<file path="src/sv/mlpq_pkg.sv">
`timescale 1ns / 1ps

package mlpq_pkg;

  // defaults for the top-level parameters
  localparam int NUM_LEVELS_DEF  = 8;
  localparam int LEVEL_DEPTH_DEF = 16;

  // field widths
  localparam int VALUE_W  = 32;
  localparam int LEVEL_W  = 4;
  localparam int LEVELS_W = 4;
  localparam int DEPTH_W  = 5;
  localparam int CFG_W    = 5;
  localparam int CFG_IDX_W = 1;

  // register reset values
  localparam logic [LEVELS_W-1:0] LEVELS_RST = 4'd8;
  localparam logic [DEPTH_W-1:0]  DEPTH_RST  = 5'd16;

  typedef enum logic [1:0] {
    ST_DONE      = 2'd0,
    ST_BAD_LEVEL = 2'd1,
    ST_FULL      = 2'd2,
    ST_EMPTY     = 2'd3
  } status_t;

  typedef enum logic {
    REQ_ENQ = 1'b0,
    REQ_DEQ = 1'b1
  } req_t;

  typedef enum logic [CFG_IDX_W-1:0] {
    CFG_LEVELS = 1'b0,
    CFG_DEPTH  = 1'b1
  } cfg_reg_t;

  // result of the level search
  typedef struct packed {
    logic               found;
    logic [LEVEL_W-1:0] level_idx;
  } grant_t;

endpackage

</file>
<file path="src/sv/multi_level_priority_queue.sv">
`timescale 1ns / 1ps

// the result strobe is registered and comes in the cycle after the item is accepted
// throughput: one item per cycle, busy never rises; the slot memory is read
// or written once per item and its read data is registered
// reset: synchronous active-low rst_n empties every level and restores
// levels_in_use to 8 and depth_in_use to 16; slot contents are not cleared
module multi_level_priority_queue #(
  parameter int NUM_LEVELS  = mlpq_pkg::NUM_LEVELS_DEF,
  parameter int LEVEL_DEPTH = mlpq_pkg::LEVEL_DEPTH_DEF
) (
  input  logic                              clk,
  input  logic                              rst_n,
  // request side
  input  logic                              start,
  output logic                              busy,
  input  logic                              in_req_type,
  input  logic signed [mlpq_pkg::VALUE_W-1:0] in_item_value,
  input  logic [mlpq_pkg::LEVEL_W-1:0]      in_item_level,
  // result side
  output logic                              out_valid,
  output logic [1:0]                        out_status,
  output logic signed [mlpq_pkg::VALUE_W-1:0] out_value,
  output logic [mlpq_pkg::LEVEL_W-1:0]      out_level,
  // configuration
  input  logic                              cfg_we,
  input  logic [mlpq_pkg::CFG_IDX_W-1:0]    cfg_index,
  input  logic [mlpq_pkg::CFG_W-1:0]        cfg_wdata
);

  localparam int LVL_W  = (NUM_LEVELS > 1) ? $clog2(NUM_LEVELS) : 1;
  localparam int PTR_W  = (LEVEL_DEPTH > 1) ? $clog2(LEVEL_DEPTH) : 1;
  localparam int CNT_W  = $clog2(LEVEL_DEPTH + 1);
  localparam int SLOTS  = NUM_LEVELS * LEVEL_DEPTH;
  localparam int ADDR_W = (SLOTS > 1) ? $clog2(SLOTS) : 1;

  // configuration registers
  logic [mlpq_pkg::LEVELS_W-1:0] levels_r;
  logic [mlpq_pkg::DEPTH_W-1:0]  depth_r;

  // per-level queue state
  logic [PTR_W-1:0] head_r  [NUM_LEVELS];
  logic [PTR_W-1:0] tail_r  [NUM_LEVELS];
  logic [CNT_W-1:0] count_r [NUM_LEVELS];

  // slot storage, one row of LEVEL_DEPTH slots per level
  logic [mlpq_pkg::VALUE_W-1:0] slot_mem [SLOTS];
  logic [mlpq_pkg::VALUE_W-1:0] rdata_r;

  // result register
  logic                   out_valid_r;
  mlpq_pkg::status_t      status_r;
  logic [mlpq_pkg::LEVEL_W-1:0] level_r;
  logic                   deq_ok_r;

  logic                   accept;
  logic                   is_deq;
  logic [mlpq_pkg::LEVELS_W-1:0] levels_act;
  logic [CNT_W-1:0]       depth_act;
  logic [NUM_LEVELS-1:0]  nonempty;
  mlpq_pkg::grant_t       grant;
  logic                   lvl_ok;
  logic [LVL_W-1:0]       sel;
  logic [PTR_W-1:0]       ptr_sel;
  logic [CNT_W-1:0]       cnt_sel;
  logic [CNT_W-1:0]       ptr_inc;
  logic [PTR_W-1:0]       ptr_adv;
  logic [ADDR_W-1:0]      addr;
  logic                   enq_ok;
  logic                   deq_ok;
  mlpq_pkg::status_t      status_nxt;

  assign busy   = 1'b0;
  assign accept = start && !busy;
  assign is_deq = (in_req_type == mlpq_pkg::REQ_DEQ);

  // levels saturate at NUM_LEVELS; depth 0 acts as 1 and saturates at LEVEL_DEPTH
  assign levels_act = (levels_r > mlpq_pkg::LEVELS_W'(NUM_LEVELS))
                      ? mlpq_pkg::LEVELS_W'(NUM_LEVELS) : levels_r;

  always_comb begin
    if (depth_r == '0) begin
      depth_act = CNT_W'(1);
    end else if (32'(depth_r) > LEVEL_DEPTH) begin
      depth_act = CNT_W'(LEVEL_DEPTH);
    end else begin
      depth_act = CNT_W'(depth_r);
    end
  end

  always_comb begin
    for (int i = 0; i < NUM_LEVELS; i++) begin
      nonempty[i] = (count_r[i] != '0);
    end
  end

  mlpq_pick #(
    .NUM_LEVELS(NUM_LEVELS)
  ) u_pick (
    .nonempty  (nonempty),
    .levels_act(levels_act),
    .grant     (grant)
  );

  // enqueue level check, levels are numbered from 1
  assign lvl_ok = (in_item_level != '0) &&
                  (in_item_level <= mlpq_pkg::LEVEL_W'(levels_act));

  // one level is touched per item: the granted one on dequeue, the named one on enqueue
  assign sel     = is_deq ? LVL_W'(grant.level_idx) : LVL_W'(in_item_level - 4'd1);
  assign ptr_sel = is_deq ? head_r[sel] : tail_r[sel];
  assign cnt_sel = count_r[sel];

  // pointer advance with wrap at the current depth
  assign ptr_inc = CNT_W'(ptr_sel) + CNT_W'(1);
  assign ptr_adv = (ptr_inc >= depth_act) ? '0 : PTR_W'(ptr_inc);

  assign addr = ADDR_W'(sel) * ADDR_W'(LEVEL_DEPTH) + ADDR_W'(ptr_sel);

  assign enq_ok = !is_deq && lvl_ok && (cnt_sel < depth_act);
  assign deq_ok = is_deq && grant.found;

  always_comb begin
    if (is_deq) begin
      status_nxt = grant.found ? mlpq_pkg::ST_DONE : mlpq_pkg::ST_EMPTY;
    end else if (!lvl_ok) begin
      status_nxt = mlpq_pkg::ST_BAD_LEVEL;
    end else if (cnt_sel >= depth_act) begin
      status_nxt = mlpq_pkg::ST_FULL;
    end else begin
      status_nxt = mlpq_pkg::ST_DONE;
    end
  end

  // configuration writes
  always_ff @(posedge clk) begin
    if (!rst_n) begin
      levels_r <= mlpq_pkg::LEVELS_RST;
      depth_r  <= mlpq_pkg::DEPTH_RST;
    end else if (cfg_we) begin
      case (mlpq_pkg::cfg_reg_t'(cfg_index))
        mlpq_pkg::CFG_LEVELS: levels_r <= cfg_wdata[mlpq_pkg::LEVELS_W-1:0];
        mlpq_pkg::CFG_DEPTH:  depth_r  <= cfg_wdata[mlpq_pkg::DEPTH_W-1:0];
        default: ;
      endcase
    end
  end

  // pointers and counts of the selected level
  always_ff @(posedge clk) begin
    if (!rst_n) begin
      for (int i = 0; i < NUM_LEVELS; i++) begin
        head_r[i]  <= '0;
        tail_r[i]  <= '0;
        count_r[i] <= '0;
      end
    end else if (accept) begin
      if (enq_ok) begin
        tail_r[sel]  <= ptr_adv;
        count_r[sel] <= cnt_sel + CNT_W'(1);
      end else if (deq_ok) begin
        head_r[sel]  <= ptr_adv;
        count_r[sel] <= cnt_sel - CNT_W'(1);
      end
    end
  end

  // slot memory: one write or one registered read per item
  always_ff @(posedge clk) begin
    if (accept && enq_ok) begin
      slot_mem[addr] <= in_item_value;
    end
    if (accept && deq_ok) begin
      rdata_r <= slot_mem[addr];
    end
  end

  // result strobe
  always_ff @(posedge clk) begin
    if (!rst_n) begin
      out_valid_r <= 1'b0;
    end else begin
      out_valid_r <= accept;
    end
  end

  // result payload
  always_ff @(posedge clk) begin
    if (accept) begin
      status_r <= status_nxt;
      deq_ok_r <= deq_ok;
      level_r  <= deq_ok ? mlpq_pkg::LEVEL_W'(grant.level_idx + 4'd1) : '0;
    end
  end

  assign out_valid  = out_valid_r;
  assign out_status = status_r;
  assign out_level  = level_r;
  assign out_value  = deq_ok_r ? rdata_r : '0;

`ifndef NO_ASSERTIONS
  a_strobe_follows_accept: assert property (@(posedge clk) disable iff (!rst_n)
    accept |=> out_valid)
    else $error("accepted item gave no result strobe");

  a_no_spurious_strobe: assert property (@(posedge clk) disable iff (!rst_n)
    !accept |=> !out_valid)
    else $error("result strobe without an accepted item");

  a_deq_done_has_level: assert property (@(posedge clk) disable iff (!rst_n)
    (out_valid && deq_ok_r) |-> (out_level != '0 && out_status == mlpq_pkg::ST_DONE))
    else $error("served item carries no level");

  a_empty_zero_payload: assert property (@(posedge clk) disable iff (!rst_n)
    (out_valid && out_status == mlpq_pkg::ST_EMPTY) |-> (out_level == '0 && out_value == '0))
    else $error("empty result carries a payload");

  a_no_empty_when_pending: assert property (@(posedge clk) disable iff (!rst_n)
    (accept && is_deq && nonempty[0] && levels_act != '0) |=>
      (out_status == mlpq_pkg::ST_DONE && out_level == 4'd1))
    else $error("level one pending but not served");
`endif

endmodule

</file>
<file path="src/sv/mlpq_pick.sv">
`timescale 1ns / 1ps

// lowest-numbered non-empty level among the levels in use
module mlpq_pick #(
  parameter int NUM_LEVELS = mlpq_pkg::NUM_LEVELS_DEF
) (
  input  logic [NUM_LEVELS-1:0]        nonempty,
  input  logic [mlpq_pkg::LEVELS_W-1:0] levels_act,
  output mlpq_pkg::grant_t             grant
);

  always_comb begin
    grant.found     = 1'b0;
    grant.level_idx = '0;
    for (int i = NUM_LEVELS - 1; i >= 0; i--) begin
      if (nonempty[i] && (mlpq_pkg::LEVELS_W'(i) < levels_act)) begin
        grant.found     = 1'b1;
        grant.level_idx = mlpq_pkg::LEVEL_W'(i);
      end
    end
  end

endmodule

</file>
<file path="config.mk">
export PLATFORM = sky130hd
export DESIGN_NAME = multi_level_priority_queue
export DESIGN_NICKNAME = d
export VERILOG_FILES = /design/src/sv/mlpq_pkg.sv /design/src/sv/multi_level_priority_queue.sv /design/src/sv/mlpq_pick.sv
export SDC_FILE = /design/constraint.sdc
export NUM_CORES = 2
export LEC_CHECK = 0
export BUFFER_PORTS_ARGS = -buffer_cell sky130_fd_sc_hd__buf_2
export CORE_MARGIN = 2
export CORE_UTILIZATION = 40
export DETAILED_ROUTE_END_ITERATION = 8
export SLEW_MARGIN = 15
export SYNTH_ARGS = -nofsm -noshare
export SYNTH_HDL_FRONTEND = slang
export SYNTH_HIERARCHICAL = 1
export SYNTH_MEMORY_MAX_BITS = 65536
export SYNTH_SLANG_ARGS = --single-unit
export TNS_END_PERCENT = 10
</file>
<file path="constraint.sdc">
create_clock -name clk -period 7.05 [get_ports clk]
set_input_delay 0.3525 -clock clk [delete_from_list [all_inputs] [get_ports clk]]
set_output_delay 0.3525 -clock clk [all_outputs]
set_load 0.005 [all_outputs]
</file>
==> out/metrics.cfg <==
[run_status]
outcome = complete, no violations

[route]
initialDrtViolationCount = 14370
wirelength_um = 491700
drc_errors = 0
postRouteAntennaNets = 0
drt_pass1_iterations = 6
viasPerCell = 5.916
num_vias = 93280
wl_per_cell_um = 31.18

[pwr]
leakagePower_nw = 61.43
p_int_mw = 42.99
clkPwrFrac = 0.384
ir_drop_v = 0.0002432
switching_share = 0.2528
pwr-share-seq = 0.487
switchingPower_mw = 14.55
powerDensity_nw_per_um2 = 300.4
power_mw = 57.53
pwr-share-comb = 0.130

[grt]
grt_pass1_vias = 90920
gr-usage-all-layers = 0.2307
grt_max_degree = 191
globalRouteOverflowTotal = 0
grt_pass1_wl_um = 688100
antenna_found_initial = 51

[die]
die-area_um2 = 416600
start_util = 0.4019
die_y_um = 645.5
fp.dieW_um = 645.5
core_area_um2 = 409600
rows = 235
num_io_pins = 87

[synthesis]
synth_cells = 9393
synth_warnings = 6
ys_seq_area_frac = 0.7746
synth_area_um2 = 164600
netlist.area_leader.share = 0.7734
ys_types = 79
yosys_register_bits = 4249
synth-edff-count = 4239
async_flop_share = 0
synth_ff_type = edfxtp_1
netlist_top_cells_area = edfxtp_1 (77%), mux4_2 (7.0%), nand2_1 (3.1%)
syn_nets = 9461
synth.largest_area_cell = edfxtp_1
avgSynthCellArea_um2 = 17.52

[sta]
rsz0062_at_grt = false
period_needed_ns = 7.003
post-route-period-util = 0.9934
hold_viol = 0
timing.setup.tns_ns = 0
worstMarginPinSlew_ns = 1.420
fmax_ghz = 0.1428
relSlewSlack = 0.04890
setup_viol = 0
slew_violations = 0
skew_ns = 0.08901

[worst_setup_path]
path_max_fanout = 34
crit_buf_inv = 6
crit_required_ns = 7.78
end_kind = register
cp_data_arrival_time_ns = 7.73
cp_slowest_cell = nand4b_1
crit_cells = 20
critPathKind = reg -> reg
crit_path_max_incr_delay_ns = 0.75
timing.critical_path.cells = inv_1, nand2_1, inv_1, or2_4, o22ai_1, nand3_1, nor2b_1, buf_4, nor2_1, a22o_1, a311oi_1, a22oi_4, inv_8, buf_12, buf_4, mux2i_1, o22ai_1, o21ai_0, nand4b_1, a2111o_1
start_kind = register
cp_top_family = compound AO/OA/AOI/OAI gates
reg2reg_depth = 20

[placed_design]
gp_congestion = 0.8718
portBuffers = 85
place_area_um2 = 177400
dp_hpwl_um = 289200

[clock_tree]
cts_buffer_depth = 4
path_clk_slew_ns = 0.06
cts_made_buffers = 422
root_buffer = clkbuf_16
htreeDepth = 5
cts_tree = built
clock_latency_ns = 1.01
clock-sinks = 4249

[layout]
fillers = 33930
fin_nets = 9998
area_growth_pct = 16.38
fin_area_um2 = 191600
drive_gt1_frac = 0.1868

[hold_path]
hold_class = in -> reg
hold_depth = 1

[flow_run]
cap_violations = 0

[cell usage in the layout, fill, tap and decap left out, drive strengths merged, types with 59 or more instances in the layout]
master	count
and3	80
nor2	240
edfxtp	4239
clkinv	171
mux2i	401
o22ai	200
a22o	66
nand4	101
o21ai	123
a221oi	62
buf	648
a31oi	195
a311oi	63
a22oi	101
a21oi	59
nand2	1380
nand3	619
clkbuf	524
mux4	511
[sequential cells by signal, indices dropped and copies added, names as in the netlist, 4 cells and up]
register   flops
tail_r        32
rdata_r       32
count_r       40
depth_r        5
out_level      4
slot_mem    4096
levels_r       4
head_r        32
[cell usage after synthesis (9+ instances only)]
| cell type | n |
|---|---|
| a2111o_1 | 31 |
| a21oi_1 | 56 |
| a221oi_1 | 62 |
| a22o_1 | 66 |
| a22oi_1 | 100 |
| a311oi_1 | 63 |
| a31oi_1 | 195 |
| and2_1 | 38 |
| and3_1 | 80 |
| and4_1 | 32 |
| buf_1 | 90 |
| buf_2 | 179 |
| buf_4 | 16 |
| buf_6 | 9 |
| clkbuf_1 | 291 |
| dfxtp_1 | 10 |
| edfxtp_1 | 4239 |
| ha_1 | 20 |
| inv_1 | 16 |
| mux2i_1 | 401 |
| mux4_2 | 511 |
| nand2_1 | 1379 |
| nand2b_1 | 14 |
| nand3_1 | 619 |
| nand4_1 | 100 |
| nand4b_1 | 32 |
| nor2_1 | 240 |
| nor2b_1 | 12 |
| nor3_1 | 39 |
| o211ai_1 | 35 |
| o21ai_0 | 115 |
| o21bai_1 | 10 |
| o22ai_1 | 200 |
[per-stage QoR]
step           std cells  setup WS (ns)  hold slack, ns    util
6_report           15770        0.04655         0.06074  0.4677
4_1_cts            15710         0.1345         0.01408  0.4671
3_3_place_gp       14910       -0.07198          0.4511  0.4332
2_1_floorplan       9393         0.2759          0.4367       -
3_5_place_dp       14910        -0.1581          0.4636  0.4332
5_1_grt            15750       0.008716         0.06514  0.4676
[power groups by stage]
stage / sequential [mW] / clock [mW] / combinational [mW]
finish: 28.0 / 22.1 / 7.46
floorplan: 28.5 / 0 / 4.09
global route: 28.0 / 23.3 / 7.81
CTS: 28.0 / 22.3 / 7.41
detailed placement: 28.5 / 0 / 7.36
global placement: 28.5 / 0 / 7.27
[kinds of logic after synthesis]
logic type / after synthesis / share of synthesized area
flops: 4249 / 0.7746
simple gates: 2604 / 0.07052
compound gates: 990 / 0.04221
mux: 913 / 0.09438
buf+inv: 604 / 0.01592
fa+ha+maj: 21 / 0.001642
xor+xnor: 10 / 0.0006918
other cells: 2 / 0.00004563
[layout make-up]
| type | count | area (um^2) | area share |
|---|---|---|---|
| timing repair buffer | 699 | 7958 | 0.04154 |
| clock buffer | 523 | 11090 | 0.05788 |
| sequential | 4249 | 127500 | 0.6656 |
| antenna | 52 | 130.1 | 0.0006793 |
| inverter | 18 | 80.08 | 0.0004180 |
| multi-input combinational | 4540 | 35690 | 0.1863 |
| clock inverter | 235 | 2297 | 0.01199 |
| tap | 5451 | 6820 | 0.03560 |
[path summary, 6_finish.rpt]
path | slack (ns) | to | from
worst max-delay path | 0.05 | rdata_r[0] | levels_r[3]
worst min-delay path | 0.06 | slot_mem[4][24] | in_item_value[24]
worst max register to register | 0.05 | rdata_r[0] | levels_r[3]
worst min register to register | 0.53 | depth_r[2] | depth_r[2]
[routing by layer]
metal	routed length, um	track usage	vias to the layer above
met5	88	0	-
met4	21520	0.09172	10
met3	46690	0.03759	825
met2	231500	0.3686	5099
met1	191800	0.3171	48760
li1	-	-	38580
[what timing repair did]
| action | 4_1_cts | 5_1_grt |
|---|---|---|
| pin swaps | 0 | 4 |
| setup endpoints to repair | 3 | 529 |
| setup buffers | 0 | 1 |
| endpoints found under the hold margin | 706 | 0 |
| gates cloned | 0 | 1 |
| hold buffers | 50 | 0 |
| gates resized for setup | 1 | 8 |
Note: power is estimated with default switching activity, not from simulation.
